[config.mk]
export PLATFORM = sky130hd
export DESIGN_NAME = dsp_adpcm_decoder_unit
export DESIGN_NICKNAME = d
export VERILOG_FILES = /design/src/rtl/adpcm_pkg.sv /design/src/rtl/adpcm_ctrl.sv /design/src/rtl/adpcm_dp.sv /design/src/rtl/dsp_adpcm_decoder_unit.sv
export SDC_FILE = /design/constraint.sdc
export NUM_CORES = 2
export LEC_CHECK = 0
export BUFFER_PORTS_ARGS = -buffer_cell sky130_fd_sc_hd__buf_2
export CAP_MARGIN = 40
export CELL_PAD_IN_SITES_DETAIL_PLACEMENT = 1
export CELL_PAD_IN_SITES_GLOBAL_PLACEMENT = 2
export CORE_AREA = 2 2 391 393
export CTS_CLUSTER_SIZE = 28
export DETAILED_ROUTE_END_ITERATION = 8
export DIE_AREA = 0 0 393 395
export GPL_TIMING_DRIVEN = 1
export PLACE_DENSITY_LB_ADDON = 0.1
export SLEW_MARGIN = 20
export SYNTH_ARGS = -nofsm -noshare
export SYNTH_HDL_FRONTEND = slang
export SYNTH_SLANG_ARGS = --single-unit
export TNS_END_PERCENT = 30
[constraint.sdc]
create_clock -name clk -period 14 [get_ports clk]
set_input_delay 0.7 -clock clk [delete_from_list [all_inputs] [get_ports clk]]
set_output_delay 0.7 -clock clk [all_outputs]
set_load 0.02 [all_outputs]
[src/rtl/adpcm_pkg.sv]
`default_nettype none
package adpcm_pkg;

  localparam logic [1:0] FUNC_HEADER = 2'd0;
  localparam logic [1:0] FUNC_DATA   = 2'd1;
  localparam logic [1:0] FUNC_CLEAR  = 2'd2;

  localparam int FRAC_BITS = 11;
  localparam int ACC_W     = 34;
  localparam int CFG_IDX_W = 3;
  localparam int CFG_W     = 64;

  localparam logic signed [15:0] SAT_HIGH = 16'sh7fff;
  localparam logic signed [15:0] SAT_LOW  = -16'sh8000;

  typedef struct packed {
    logic [1:0] func;
    logic       channel;
    logic [7:0] data_byte;
  } in_item_t;

  typedef struct packed {
    logic signed [15:0] sample;
    logic               out_channel;
    logic               last;
  } out_item_t;

  typedef struct packed {
    logic start;
    logic header;
    logic clear;
    logic mul;
    logic commit;
    logic second;
  } dp_cmd_t;

  typedef struct packed {
    logic out_busy;
  } dp_status_t;

endpackage
`default_nettype wire

[src/rtl/adpcm_ctrl.sv]
`default_nettype none
module adpcm_ctrl
  import adpcm_pkg::*;
#(
  parameter int CHANNELS = 2
) (
  input  wire logic       clk,
  input  wire logic       rst,
  input  wire logic       in_valid,
  input  wire in_item_t   in_data,
  output logic            in_stall,
  input  wire dp_status_t status,
  output dp_cmd_t         cmd
);

  localparam logic [1:0] ST_IDLE = 2'd0;
  localparam logic [1:0] ST_MUL  = 2'd1;
  localparam logic [1:0] ST_ACC  = 2'd2;

  logic [1:0] state;
  logic [1:0] state_next;
  logic       second;
  logic       second_next;
  logic       ch_ok;

  assign in_stall = (state != ST_IDLE);
  assign ch_ok    = (int'(in_data.channel) < CHANNELS);

  always_comb begin
    state_next  = state;
    second_next = second;
    cmd         = '0;
    cmd.second  = second;
    case (state)
      ST_IDLE: begin
        if (in_valid && ch_ok) begin
          case (in_data.func)
            FUNC_HEADER: cmd.header = 1'b1;
            FUNC_CLEAR:  cmd.clear = 1'b1;
            FUNC_DATA: begin
              cmd.start   = 1'b1;
              second_next = 1'b0;
              state_next  = ST_MUL;
            end
            default: ;
          endcase
        end
      end
      ST_MUL: begin
        cmd.mul    = 1'b1;
        state_next = ST_ACC;
      end
      ST_ACC: begin
        if (!status.out_busy) begin
          cmd.commit = 1'b1;
          if (second) begin
            state_next = ST_IDLE;
          end else begin
            second_next = 1'b1;
            state_next  = ST_MUL;
          end
        end
      end
      default: state_next = ST_IDLE;
    endcase
  end

  always_ff @(posedge clk) begin
    if (rst) begin
      state  <= ST_IDLE;
      second <= 1'b0;
    end else begin
      state  <= state_next;
      second <= second_next;
    end
  end

endmodule
`default_nettype wire

[src/rtl/adpcm_dp.sv]
`default_nettype none
module adpcm_dp
  import adpcm_pkg::*;
#(
  parameter int CHANNELS = 2
) (
  input  wire logic                 clk,
  input  wire logic                 rst,
  input  wire in_item_t             in_data,
  input  wire dp_cmd_t              cmd,
  output dp_status_t                status,
  input  wire logic                 cfg_we,
  input  wire logic [CFG_IDX_W-1:0] cfg_index,
  input  wire logic [CFG_W-1:0]     cfg_data,
  output logic                      out_valid,
  input  wire logic                 out_stall,
  output out_item_t                 out_data
);

  logic [CFG_W-1:0]   coef [CHANNELS][4];
  logic signed [15:0] hist_one [CHANNELS];
  logic signed [15:0] hist_two [CHANNELS];
  logic [3:0]         shift_amt [CHANNELS];
  logic [2:0]         pair_sel [CHANNELS];

  logic               ch;
  logic [7:0]         byte_r;
  logic signed [31:0] prod_one;
  logic signed [31:0] prod_two;

  logic [3:0]               nib;
  logic [2:0]               pair;
  logic [CFG_W-1:0]         coef_word;
  logic signed [15:0]       c_one;
  logic signed [15:0]       c_two;
  logic signed [ACC_W-1:0]  nib_ext;
  logic signed [ACC_W-1:0]  nib_scaled;
  logic signed [ACC_W-1:0]  acc;
  logic signed [ACC_W-FRAC_BITS-1:0] q;
  logic signed [15:0]       sat;
  logic                     cfg_ok;

  assign status.out_busy = out_valid && out_stall;

  assign nib        = cmd.second ? byte_r[3:0] : byte_r[7:4];
  assign pair       = pair_sel[ch];
  assign coef_word  = coef[ch][pair[2:1]];
  assign c_one      = coef_word[{pair[0], 5'd0} +: 16];
  assign c_two      = coef_word[{pair[0], 5'd16} +: 16];
  assign nib_ext    = {{(ACC_W-4){nib[3]}}, nib};
  assign nib_scaled = nib_ext <<< ({1'b0, shift_amt[ch]} + 5'd11);
  assign acc        = nib_scaled + ACC_W'(prod_one) + ACC_W'(prod_two) + 34'sd1024;
  assign q          = acc[ACC_W-1:FRAC_BITS];

  always_comb begin
    if (q > (ACC_W-FRAC_BITS)'(SAT_HIGH)) begin
      sat = SAT_HIGH;
    end else if (q < (ACC_W-FRAC_BITS)'(SAT_LOW)) begin
      sat = SAT_LOW;
    end else begin
      sat = q[15:0];
    end
  end

  assign cfg_ok = (int'(cfg_index[2]) < CHANNELS);

  always_ff @(posedge clk) begin
    if (rst) begin
      for (int c = 0; c < CHANNELS; c++) begin
        for (int w = 0; w < 4; w++) begin
          coef[c][w] <= '0;
        end
      end
    end else if (cfg_we && cfg_ok) begin
      coef[cfg_index[2]][cfg_index[1:0]] <= cfg_data;
    end
  end

  always_ff @(posedge clk) begin
    if (rst) begin
      for (int c = 0; c < CHANNELS; c++) begin
        hist_one[c]  <= '0;
        hist_two[c]  <= '0;
        shift_amt[c] <= '0;
        pair_sel[c]  <= '0;
      end
    end else begin
      if (cmd.header) begin
        shift_amt[in_data.channel] <= in_data.data_byte[3:0];
        pair_sel[in_data.channel]  <= in_data.data_byte[6:4];
      end
      if (cmd.clear) begin
        hist_one[in_data.channel] <= '0;
        hist_two[in_data.channel] <= '0;
      end
      if (cmd.commit) begin
        hist_two[ch] <= hist_one[ch];
        hist_one[ch] <= sat;
      end
    end
  end

  always_ff @(posedge clk) begin
    if (cmd.start) begin
      ch     <= in_data.channel;
      byte_r <= in_data.data_byte;
    end
    if (cmd.mul) begin
      prod_one <= c_one * hist_one[ch];
      prod_two <= c_two * hist_two[ch];
    end
  end

  always_ff @(posedge clk) begin
    if (rst) begin
      out_valid <= 1'b0;
    end else if (cmd.commit) begin
      out_valid <= 1'b1;
    end else if (!out_stall) begin
      out_valid <= 1'b0;
    end
  end

  always_ff @(posedge clk) begin
    if (cmd.commit) begin
      out_data.sample      <= sat;
      out_data.out_channel <= ch;
      out_data.last        <= cmd.second;
    end
  end

endmodule
`default_nettype wire

[src/rtl/dsp_adpcm_decoder_unit.sv]
// data byte: the byte is registered on accept, then the products, then the first sample in the output register
// a data byte holds the input until its second sample is committed (longer while the output register is stalled)
// header and clear requests do not stall the input; throughput is set by the shared multiply/accumulate
// rst is synchronous: clears history, scale, pair select, coefficients and the output valid
`default_nettype none
module dsp_adpcm_decoder_unit
  import adpcm_pkg::*;
#(
  parameter int CHANNELS = 2
) (
  input  wire logic                 clk,
  input  wire logic                 rst,
  input  wire logic                 in_valid,
  output logic                      in_stall,
  input  wire in_item_t             in_data,
  output logic                      out_valid,
  input  wire logic                 out_stall,
  output out_item_t                 out_data,
  input  wire logic                 cfg_we,
  input  wire logic [CFG_IDX_W-1:0] cfg_index,
  input  wire logic [CFG_W-1:0]     cfg_data
);

  dp_cmd_t    cmd;
  dp_status_t status;

  adpcm_ctrl #(
    .CHANNELS(CHANNELS)
  ) u_ctrl (
    .clk      (clk),
    .rst      (rst),
    .in_valid (in_valid),
    .in_data  (in_data),
    .in_stall (in_stall),
    .status   (status),
    .cmd      (cmd)
  );

  adpcm_dp #(
    .CHANNELS(CHANNELS)
  ) u_dp (
    .clk       (clk),
    .rst       (rst),
    .in_data   (in_data),
    .cmd       (cmd),
    .status    (status),
    .cfg_we    (cfg_we),
    .cfg_index (cfg_index),
    .cfg_data  (cfg_data),
    .out_valid (out_valid),
    .out_stall (out_stall),
    .out_data  (out_data)
  );

endmodule
`default_nettype wire
Yosys cells after proc, flatten, opt, wreduce, memory -nomap -nowiden. Memories as Yosys holds them, arrays and structs flattened. A register that Yosys moved wholly into a read port is not among the register bits. Cells that the tools add are included.

Add/subtract/negate cells: 4. Multipliers: 2. Order comparisons: 5. Eq/ne operators: 8. Shift operators: 3. Muxes and demuxes: 67. Bitwise logic cells: 2. Reductions and logical operators: 15.

Operator list (number): 2-to-1 mux 256 bit (3); OR reduction 256 bit (1); 2-to-1 mux 64 bit (3); binary-select mux 64 bit (select 2 bit) (1); demux 64 bit (select 2 bit) (1); variable part select 64 x 7 -> 16 bit (2); 2-to-1 mux 16 bit (6); adder 34 x 32 -> 34 bit (2); multiplier 16 x 16 -> 32 bit (2); OR reduction 16 bit (4); 2-to-1 mux 1 bit (43); adder 34 x 12 -> 34 bit (second input constant) (1); <<< shifter 4 x 5 -> 34 bit (1); greater-than comparator 23 x 16 -> 1 bit (second input constant) (1); < comparator 23 x 16 -> 1 bit (second input constant) (1); 2-to-1 mux 3 bit (3); 2-to-1 mux 4 bit (2); >= comparator 3 bit (second input constant) (2); 2-to-1 mux 2 bit (3); != test 2 bit (second input constant) (3); NOT 2 -> 3 bit (2); one-hot mux 2 bit (3 select lines) (1); adder 4 x 4 -> 5 bit (second input constant) (1); == test 2 x 1 -> 1 bit (second input constant) (2); 11 further kinds (15).

Bits in registers: 95. Memory bits (writable): 590. Input bits: 83. Output and inout bits: 20. Word-level logic and storage cells: 121. Memories kept: 5.

Memory list: u_dp.coef (depth 2, bits a word 256, rd ports 1, clocked after memory_dff 1, wr ports 2, RTL line adpcm_dp.sv:20) `logic [CFG_W-1:0] coef [CHANNELS][4];`; u_dp.hist_one (depth 2, bits a word 16, rd ports 1, clocked after memory_dff 1, wr ports 2, RTL line adpcm_dp.sv:21) `logic signed [15:0] hist_one [CHANNELS];`; u_dp.hist_two (depth 2, bits a word 16, rd ports 1, clocked after memory_dff 1, wr ports 2, RTL line adpcm_dp.sv:22) `logic signed [15:0] hist_two [CHANNELS];`; u_dp.shift_amt (depth 2, bits a word 4, rd ports 1, clocked after memory_dff 1, wr ports 2, RTL line adpcm_dp.sv:23) `logic [3:0] shift_amt [CHANNELS];`; u_dp.pair_sel (depth 2, bits a word 3, rd ports 1, clocked after memory_dff 1, wr ports 2, RTL line adpcm_dp.sv:24) `logic [2:0] pair_sel [CHANNELS];`.

Logic depth before layout (Yosys ltp).
Word-level depth: 10. Gate-level depth with buffers: 32. Mapped depth without buffers: 29.

Hierarchy. A second synthesis with hierarchy kept.

Cell total of the unflattened synthesis: 4651. Area total of the unflattened synthesis: 52266.4 um^2.

By module, submodules not included: adpcm_dp (instances 1, cells an instance 4628, area each 52054.9 um^2, seq. area each 20489.7 um^2); adpcm_ctrl (instances 1, cells an instance 23, area each 211.5 um^2, seq. area each 60.1 um^2).

Least setup slack after synthesis. OpenSTA, ideal clock, no wires.

Path kind: flip-flop to flip-flop. Start: register (tool-made name). End: register u_dp.prod_two[31] (data pin). Setup time: 270 ps. Arrival time: 7595 ps. Data required time: 13730 ps. Setup slack: 6135 ps. Stages on the path, launching flop included: 31. Path buffers: 5. Period minus slack after synthesis: 7865 ps. Cells stage by stage: dfxtp_1 -> buf_6 -> buf_2 -> mux2i_1 -> clkbuf_1 -> buf_1 -> a211oi_1 -> a21oi_1 -> clkbuf_1 -> nand2_1 -> fa_1 -> inv_1 -> fa_1 -> inv_1 -> fa_1 -> inv_1 -> fa_1 -> fa_1 -> inv_1 -> fa_1 -> inv_1 -> ha_1 -> a21oi_1 -> o21ai_0 -> a221o_1 -> a21oi_1 -> o22ai_1 -> o211ai_1 -> and3_1 -> nor3_1 -> or3b_2.

RTL lines: end signal, assigned (RTL line adpcm_dp.sv:110) `prod_two <= c_two * hist_two[ch];`; end, declared (RTL line adpcm_dp.sv:29) `logic signed [31:0] prod_two;`.

==> results.yml <==
clock_tree:
  postCtsSetupBuffers: 0
  cts_made_buffers: 83
  cts.clk_slew.worst_paths_ps: 60
  clock_latency_ps: 740
  numClockSinks: 686
  cts_resized: 0
  root_buffer: "clkbuf_16"
  ctsHoldBuffers: 0
  cts_tree: "done"
  htree_num_levels: 3
  clk_path_buf_depth: 3
critical_path:
  critical_path.max_stage_delay_ps: 690
  path_class: "reg -> reg"
  cpMaxStageDelayCell: "buf_4"
  timing.rr.start: "u_dp.pair_sel[0][1]$_SDFFCE_PN0P_"
  r2r_slack_ps: 4880
  worstRegToRegCells: 29
  cp-end-kind: "flip-flop"
  startpoint_type: "flip-flop"
  r2r_end: "u_dp.prod_two[31]$_DFFE_PN_"
  crit_path_frequent_cell: "fa_1"
  arrival_ps: 9530
  worstPathMaxFanout: 112
  worstPathRequired_ps: 14410
detailed_routing:
  drc_errors: 0
  route.vias.total: 34370
  totalWireLength_mm: 164.0
  wl_per_cell_um: 23.81
  drtPass1Iterations: 5
  vias_per_cell: 4.991
  ant_nets: 0
  drt_iter0_markers: 1444
synthesis:
  synth_edf_count: 681
  syn_area_um2: 52610
  netlist_instances: 4712
  ys_seq_elements: 686
  async_flop_share_pct: 0
  yosysWarnings: 0
  syn_area_per_cell_um2: 11.17
  yosysSeqAreaShare_pct: 39.06
  ys_types: 75
  ys.flop_type: "edfxtp_1"
hold_path:
  hold_start: "in_data[7]"
  min_path_cells: 1
  hp-class: "in -> reg"
  hold_end: "u_dp.byte_r[7]$_DFFE_PP_"
timing:
  rsz0062_at_grt: "false"
  setup_ws_ps: 4880
  fin_worst_skew_ps: 78.61
  worst_pin_slew_ps: 879.0
  drv_slew: 0
  setup_viol: 0
  period_share_pct: 65.14
  fmax_ghz: 0.1097
  min_period_ps: 9120
  finalHoldViolations: 0
  relSlewSlack_pct: 41.05
  timing.setup.tns_ps: 0
floorplanning:
  core_um2: 151200
  fp.dieH_um: 395
  initial_core_util_pct: 34.80
  die_w_um: 393
  die_area_um2: 155200
  io_pins: 103
  rows: 143
outcome:
  status: "complete, no violations"
cells_and_area:
  area_growth_syn_to_layout_pct: 11.68
  layout-drive-gt1-share_pct: 9.123
  regArea_um2: 20550
  fillers: 16350
  multi_input_area_um2: 28740
  fin_nets: 5655
placed_design:
  post-place-ws_ps: 4692
  io_buffers: 102
  place_congestion: 0.8145
  hpwl_mm: 119.4
grt:
  grt_pass1_wl_mm: 247.3
  grt_pass1_vias: 37610
  track_usage_pct: 21.52
  grt_max_degree: 150
  antenna_found_initial: 17
  grt-ovfl-total: 0
job:
  maxCapViolations: 0
==> synthesized netlist by cell type, types with 53 or more instances <==
cell	number	area [um^2]
clkbuf_1	162	608.1
a211oi_1	205	1539
fa_1	556	11130
mux2i_1	173	1732
inv_1	698	2620
nor2b_1	136	850.8
ha_1	227	2840
and2_1	477	2984
nand2b_1	56	350.3
nand2_1	341	1280
mux2_2	53	596.8
a21oi_1	199	996.0
edfxtp_1	681	20450
xnor2_1	75	656.9
o21ai_0	85	425.4
nor2_1	227	852.1
==> cell families after synthesis <==
family	Yosys count	share of synthesized area [%]
adder cells (fa/ha/maj)	783	26.55
flip-flops	686	39.06
AO/OA/AOI/OAI	653	8.131
multiplexers	234	4.704
buffers and inverters	916	6.642
other	2	0.01427
XOR/XNOR	99	1.712
AND/OR/NAND/NOR	1339	13.19
==> flip-flops by register name, indices dropped and copies added (netlist names), named ones only <==
signal / cells
u_ctrl.second: 1
u_dp.coef: 512
u_dp.shift_amt: 8
u_dp.prod_one: 32
u_dp.byte_r: 8
u_dp.prod_two: 32
u_ctrl.state: 2
u_dp.hist_one: 32
u_dp.ch: 1
u_dp.out_valid: 1
u_dp.out_data: 18
u_dp.pair_sel: 6
u_dp.hist_two: 32
==> through the flow <==
step	instance area [um^2]	std cells	hold slack, ps	util [%]
final	58760	6887	183.0	38.87
after detailed placement	55970	6730	505.2	37.02
after CTS	58670	6882	133.6	38.80
after global routing	58760	6887	137.7	38.87
after floorplan	52620	4714	402.9	-
after global placement	55530	6699	499.3	36.73
==> cell type report <==
cell class / instances / share of cell area [%]
timing repair buffer: 208 / 2.747
multi-input combinational: 3112 / 48.91
clock inverter: 56 / 0.9603
inverter: 698 / 4.459
antenna: 1 / 0.004259
sequential: 686 / 34.98
tap: 2030 / 4.322
clock buffer: 96 / 3.618
==> worst max path at each step <==
stage | from | end | cells past startpoint
2_1_floorplan | flip-flop | u_dp.prod_two[31]$_DFFE_PN_ | 30
3_3_place_gp | flip-flop | u_dp.prod_two[31]$_DFFE_PN_ | 26
3_5_place_dp | flip-flop | u_dp.prod_two[31]$_DFFE_PN_ | 27
4_1_cts | flip-flop | u_dp.prod_two[31]$_DFFE_PN_ | 27
5_1_grt | u_dp.pair_sel[0][1]$_SDFFCE_PN0P_ | u_dp.prod_two[31]$_DFFE_PN_ | 28
6_report | u_dp.pair_sel[0][1]$_SDFFCE_PN0P_ | u_dp.prod_two[31]$_DFFE_PN_ | 29
==> critical path, delay by kind of cell, from the launching register on <==
| kind | cells | cell delay (ps) |
|---|---|---|
| flip-flops | 1 | 390 |
| buffers and inverters | 7 | 1580 |
| AO/OA/AOI/OAI | 10 | 2390 |
| AND/OR/NAND/NOR | 5 | 1080 |
| adder cells (fa/ha/maj) | 7 | 3210 |
==> routing by layer <==
| layer | vias to the layer above | global-route usage, % | share of wire, % |
|---|---|---|---|
| met2 | 407 | 38.32 | 51 |
| met5 | - | 0 | 0.032 |
| met4 | 8 | 4.776 | 2.3 |
| met3 | 206 | 2.212 | 2.3 |
| met1 | 18000 | 28.05 | 44 |
| li1 | 15750 | - | - |
==> placed cells by master, fill, tap and decap left out, types with 7 or more instances in the layout <==
| cell type | netlist | routed |
|---|---|---|
| inv_1 | 698 | 698 |
| nand4_1 | 8 | 8 |
| a31oi_1 | 14 | 14 |
| o21a_1 | 15 | 15 |
| buf_4 | 1 | 79 |
| or2_2 | 15 | 10 |
| buf_16 | 0 | 11 |
| mux2i_1 | 173 | 169 |
| a21oi_1 | 199 | 196 |
| o211ai_1 | 23 | 23 |
| nand2_1 | 341 | 339 |
| and3_1 | 16 | 16 |
| nand3_1 | 18 | 18 |
| clkbuf_16 | 0 | 83 |
| xor2_1 | 21 | 21 |
| clkinv_2 | 0 | 13 |
| a21o_1 | 32 | 32 |
| clkinv_1 | 0 | 24 |
| o21bai_1 | 11 | 8 |
| buf_12 | 0 | 7 |
| nor2b_1 | 136 | 134 |
| o21ai_1 | 16 | 17 |
| mux2_2 | 53 | 52 |
| xnor2_1 | 75 | 75 |
| or3_1 | 7 | 7 |
| nor3_1 | 25 | 22 |
| nor2_1 | 227 | 227 |
| buf_2 | 18 | 108 |
| ha_1 | 227 | 227 |
| clkbuf_1 | 162 | 13 |
| o21ai_0 | 85 | 84 |
| and2_1 | 477 | 477 |
| a41oi_1 | 8 | 8 |
| nand2b_1 | 56 | 56 |
| edfxtp_1 | 681 | 681 |
| a211oi_1 | 205 | 205 |
| fa_1 | 556 | 556 |
Power is not shown: default switching activity piles up to over one toggle a cycle in this logic, so the estimate is an artifact.
